**src/design/kst_ram.sv**
```systemverilog
// Generic single-write, single-read RAM with registered read data.
// No dependencies.
`timescale 1ns / 1ps
`default_nettype none
module kst_ram #(
    parameter int WIDTH = 8,
    parameter int DEPTH = 16,
    parameter int AW    = (DEPTH > 1) ? $clog2(DEPTH) : 1
) (
    input  wire logic             clk,
    input  wire logic             we,
    input  wire logic [AW-1:0]    waddr,
    input  wire logic [WIDTH-1:0] wdata,
    input  wire logic [AW-1:0]    raddr,
    output      logic [WIDTH-1:0] rdata
);
    logic [WIDTH-1:0] mem [DEPTH];

    always_ff @(posedge clk)
    begin
        if (we)
        begin
            mem[waddr] <= wdata;
        end
        rdata <= mem[raddr];
    end
endmodule
`default_nettype wire

```
**config.mk**
```make
export PLATFORM = sky130hd
export DESIGN_NAME = kst_ram
export DESIGN_NICKNAME = d
export VERILOG_FILES = /design/src/design/kst_ram.sv
export SDC_FILE = /design/constraint.sdc
export NUM_CORES = 1
export LEC_CHECK = 0
export ABC_CLOCK_PERIOD_IN_PS = 2050
export BUFFER_PORTS_ARGS = -buffer_cell sky130_fd_sc_hd__buf_2
export CAP_MARGIN = 20
export CORE_MARGIN = 2
export CORE_UTILIZATION = 40
export DETAILED_ROUTE_END_ITERATION = 8
export PLACE_DENSITY = 0.57
export RECOVER_POWER = 100
export SKIP_CTS_REPAIR_TIMING = 1
export SLEW_MARGIN = 20
export SYNTH_ARGS = -nofsm -noshare
export SYNTH_HDL_FRONTEND = slang
export SYNTH_SLANG_ARGS = --single-unit
```
**constraint.sdc**
```tcl
create_clock -name clk -period 2.05 [get_ports clk]
set_input_delay 0.205 -clock clk [delete_from_list [all_inputs] [get_ports clk]]
set_output_delay 0.205 -clock clk [all_outputs]
set_load 0.01 [all_outputs]
```
==> impl_metrics.py <==
metrics = {
    "place": {
        "placed_cell_area_um2": 5600,
        "portBuffers": 25,
        "hpwl_um": 6230,
        "place_congestion": 0.699,
    },
    "routing": {
        "drt-initial-drc-count": 194,
        "drt-total-wl_um": 10000,
        "ant_nets": 0,
        "via_count": 2445,
        "wl_per_cell_um": 21.3,
        "first_pass_iters": 4,
        "viasPerCell": 5.19,
        "drc_errors": 0,
    },
    "setup_path": {
        "start_kind": "input port",
        "crit_fanout": 8,
        "path_class": "input port to register",
        "crit_path_end_kind": "register",
        "cp.required_ns": 2.09,
        "crit_arrival_ns": 1.52,
    },
    "logic_synthesis": {
        "synth.yosys.seq_area_share_pct": 77.8,
        "syn-cell-area_um2": 5150,
        "syn_avg_cell_area_um2": 22.5,
        "ys_seq_elements": 136,
        "synthesis.instances": 229,
        "ys_warn_count": 0,
        "synth_nets": 247,
        "synth_cell_type_count": 19,
    },
    "global_routing": {
        "grt_pass1_vias": 2486,
        "track_usage_pct": 15.7,
        "globalRouteOverflowTotal": 0,
        "antenna_found_initial": 0,
        "grt_max_degree": 33,
        "grt_pass1_wl_um": 15300,
    },
    "timing": {
        "clock.fmax_ghz": 0.674,
        "finalSetupTns_ns": 0,
        "fin_worst_skew_ns": 0.00596,
        "rsz0062_at_grt": "false",
        "drv_slew": 0,
        "setup_viol": 0,
        "hold_viol": 0,
        "relSlewSlack_pct": 50.3,
        "timing.final.crit_share_pct": 72.4,
        "hold_slack_ns": 0.320,
        "period_needed_ns": 1.48,
        "max_slew.worst_pin.slew_ns": 0.746,
    },
    "floorplanning": {
        "start_util_pct": 41.0,
        "core_um2": 12600,
        "io_pins": 26,
        "die_w_um": 117,
        "num_rows": 41,
        "dieArea_um2": 13800,
        "die_h_um": 117,
    },
    "outcome": {
        "status": "complete, no violations",
    },
    "cts": {
        "cts-root-buf": "clkbuf_16",
        "cts_buffer_depth": 2,
        "tritoncts": "built",
        "htree_levels": 4,
        "worstSkewPairLatency_ns": 0.41,
        "clkTransAtPathRegs_ns": 0.06,
        "clock-sinks": 136,
        "cts_buffers": 17,
    },
    "layout": {
        "stdcell_area_um2": 6100,
        "drive_gt1_share_pct": 18.7,
        "fin_nets": 304,
        "area_growth_pct": 18.6,
        "antenna_cells": 0,
    },
    "flow_run": {
        "max_cap_violations": 0,
    },
    "power_and_ir_drop": {
        "power.total_mw": 6.46,
        "p_leak_nw": 1.98,
        "peakVddDrop_mv": 0.686,
        "power_density_nw_per_um2": 1060,
    },
    "hold_path": {
        "hp-class": "input port to register",
    },
}
## worst paths after layout
path                            startpoint          to  slack (ns)  cells after the start
worst max-delay path              waddr[2]   mem[0][5]        0.57                      4
worst min-delay path              wdata[2]  mem[14][2]        0.32                      1
worst max register to register   mem[2][2]    rdata[2]        0.63                      3
worst min register to register  mem[14][0]    rdata[0]        0.67                      3
## registers in the layout (all words and copies together) (netlist names)
name,count
mem,128
rdata,8
## through the flow
step	instances	setup WS, ns	utilization (%)
2_1_floorplan	229	0.352	-
3_3_place_gp	439	0.301	44.5
3_5_place_dp	439	0.298	44.5
4_1_cts	471	0.625	49.3
5_1_grt	471	0.416	48.6
6_report	471	0.566	48.6
## worst max-delay path: stages
cell      delay (ns)
clkbuf_1        0.10
or3b_2          0.52
nor3_1          0.15
clkbuf_1        0.54
## report_power, final
part           leakage, nW  total [mW]  switching (mW)  internal [mW]
Sequential            1.22        3.13          0.0186           3.11
Combinational        0.467       0.280           0.166          0.114
Clock                0.288        3.05            1.05           2.00
Total                 1.98        6.46            1.23           5.23
## placed cells by master, fill, tap and decap left out
cell / count
clkinv_1: 1
clkbuf_8: 3
buf_12: 2
nand2b_1: 2
bufinv_16: 3
and2b_1: 1
nand2_1: 9
nand3_1: 1
clkinvlp_4: 2
clkinv_2: 2
mux4_1: 14
dfxtp_1: 8
nand3b_1: 2
edfxtp_1: 128
a22oi_1: 16
buf_4: 2
nor2_1: 13
clkbuf_16: 17
or3b_2: 1
mux4_2: 18
nor3_1: 4
nor2b_1: 1
buf_2: 6
and2_1: 1
clkbuf_1: 42
## area by class of cell
type,count,area (um^2)
fillers,1040,6460
well taps,172,215
multi-input cells,83,1060
clock buffers,24,482
repair buffers,48,228
clock inverters,8,119
flip-flops and latches,136,4000
## cell usage after synthesis, drive strengths merged
cell type / count / area share (%)
nor3: 4 / 0.39
buf: 7 / 1.1
nor2: 13 / 0.95
nor2b: 1 / 0.12
nand3b: 2 / 0.29
edfxtp: 128 / 75
or3b: 1 / 0.17
clkdlybuf4s25: 3 / 0.58
nand3: 1 / 0.097
a22oi: 16 / 2.3
nand2b: 2 / 0.24
and2: 1 / 0.12
dfxtp: 8 / 3.1
and2b: 1 / 0.15
mux4: 32 / 15
nand2: 9 / 0.66
## logic make-up after synthesis
| kind of cell | Yosys count | synth area share (%) |
|---|---|---|
| DFF | 136 | 77.8 |
| and+or+nand+nor | 35 | 3.18 |
| muxes | 32 | 15.0 |
| AOI/OAI and AO/OA | 16 | 2.33 |
| buffers and inverters | 10 | 1.68 |
## layer usage
metal / GRT usage, % / share of wire [%] / vias to the layer above
met1: 21.9 / 45 / 1266
met3: 3.60 / 5.1 / 15
met2: 23.7 / 48 / 69
met4: 6.93 / 1.9 / 0
met5: 0 / 0 / -
li1: - / - / 1095
No activity file was read; power rests on OpenSTA's default activity.
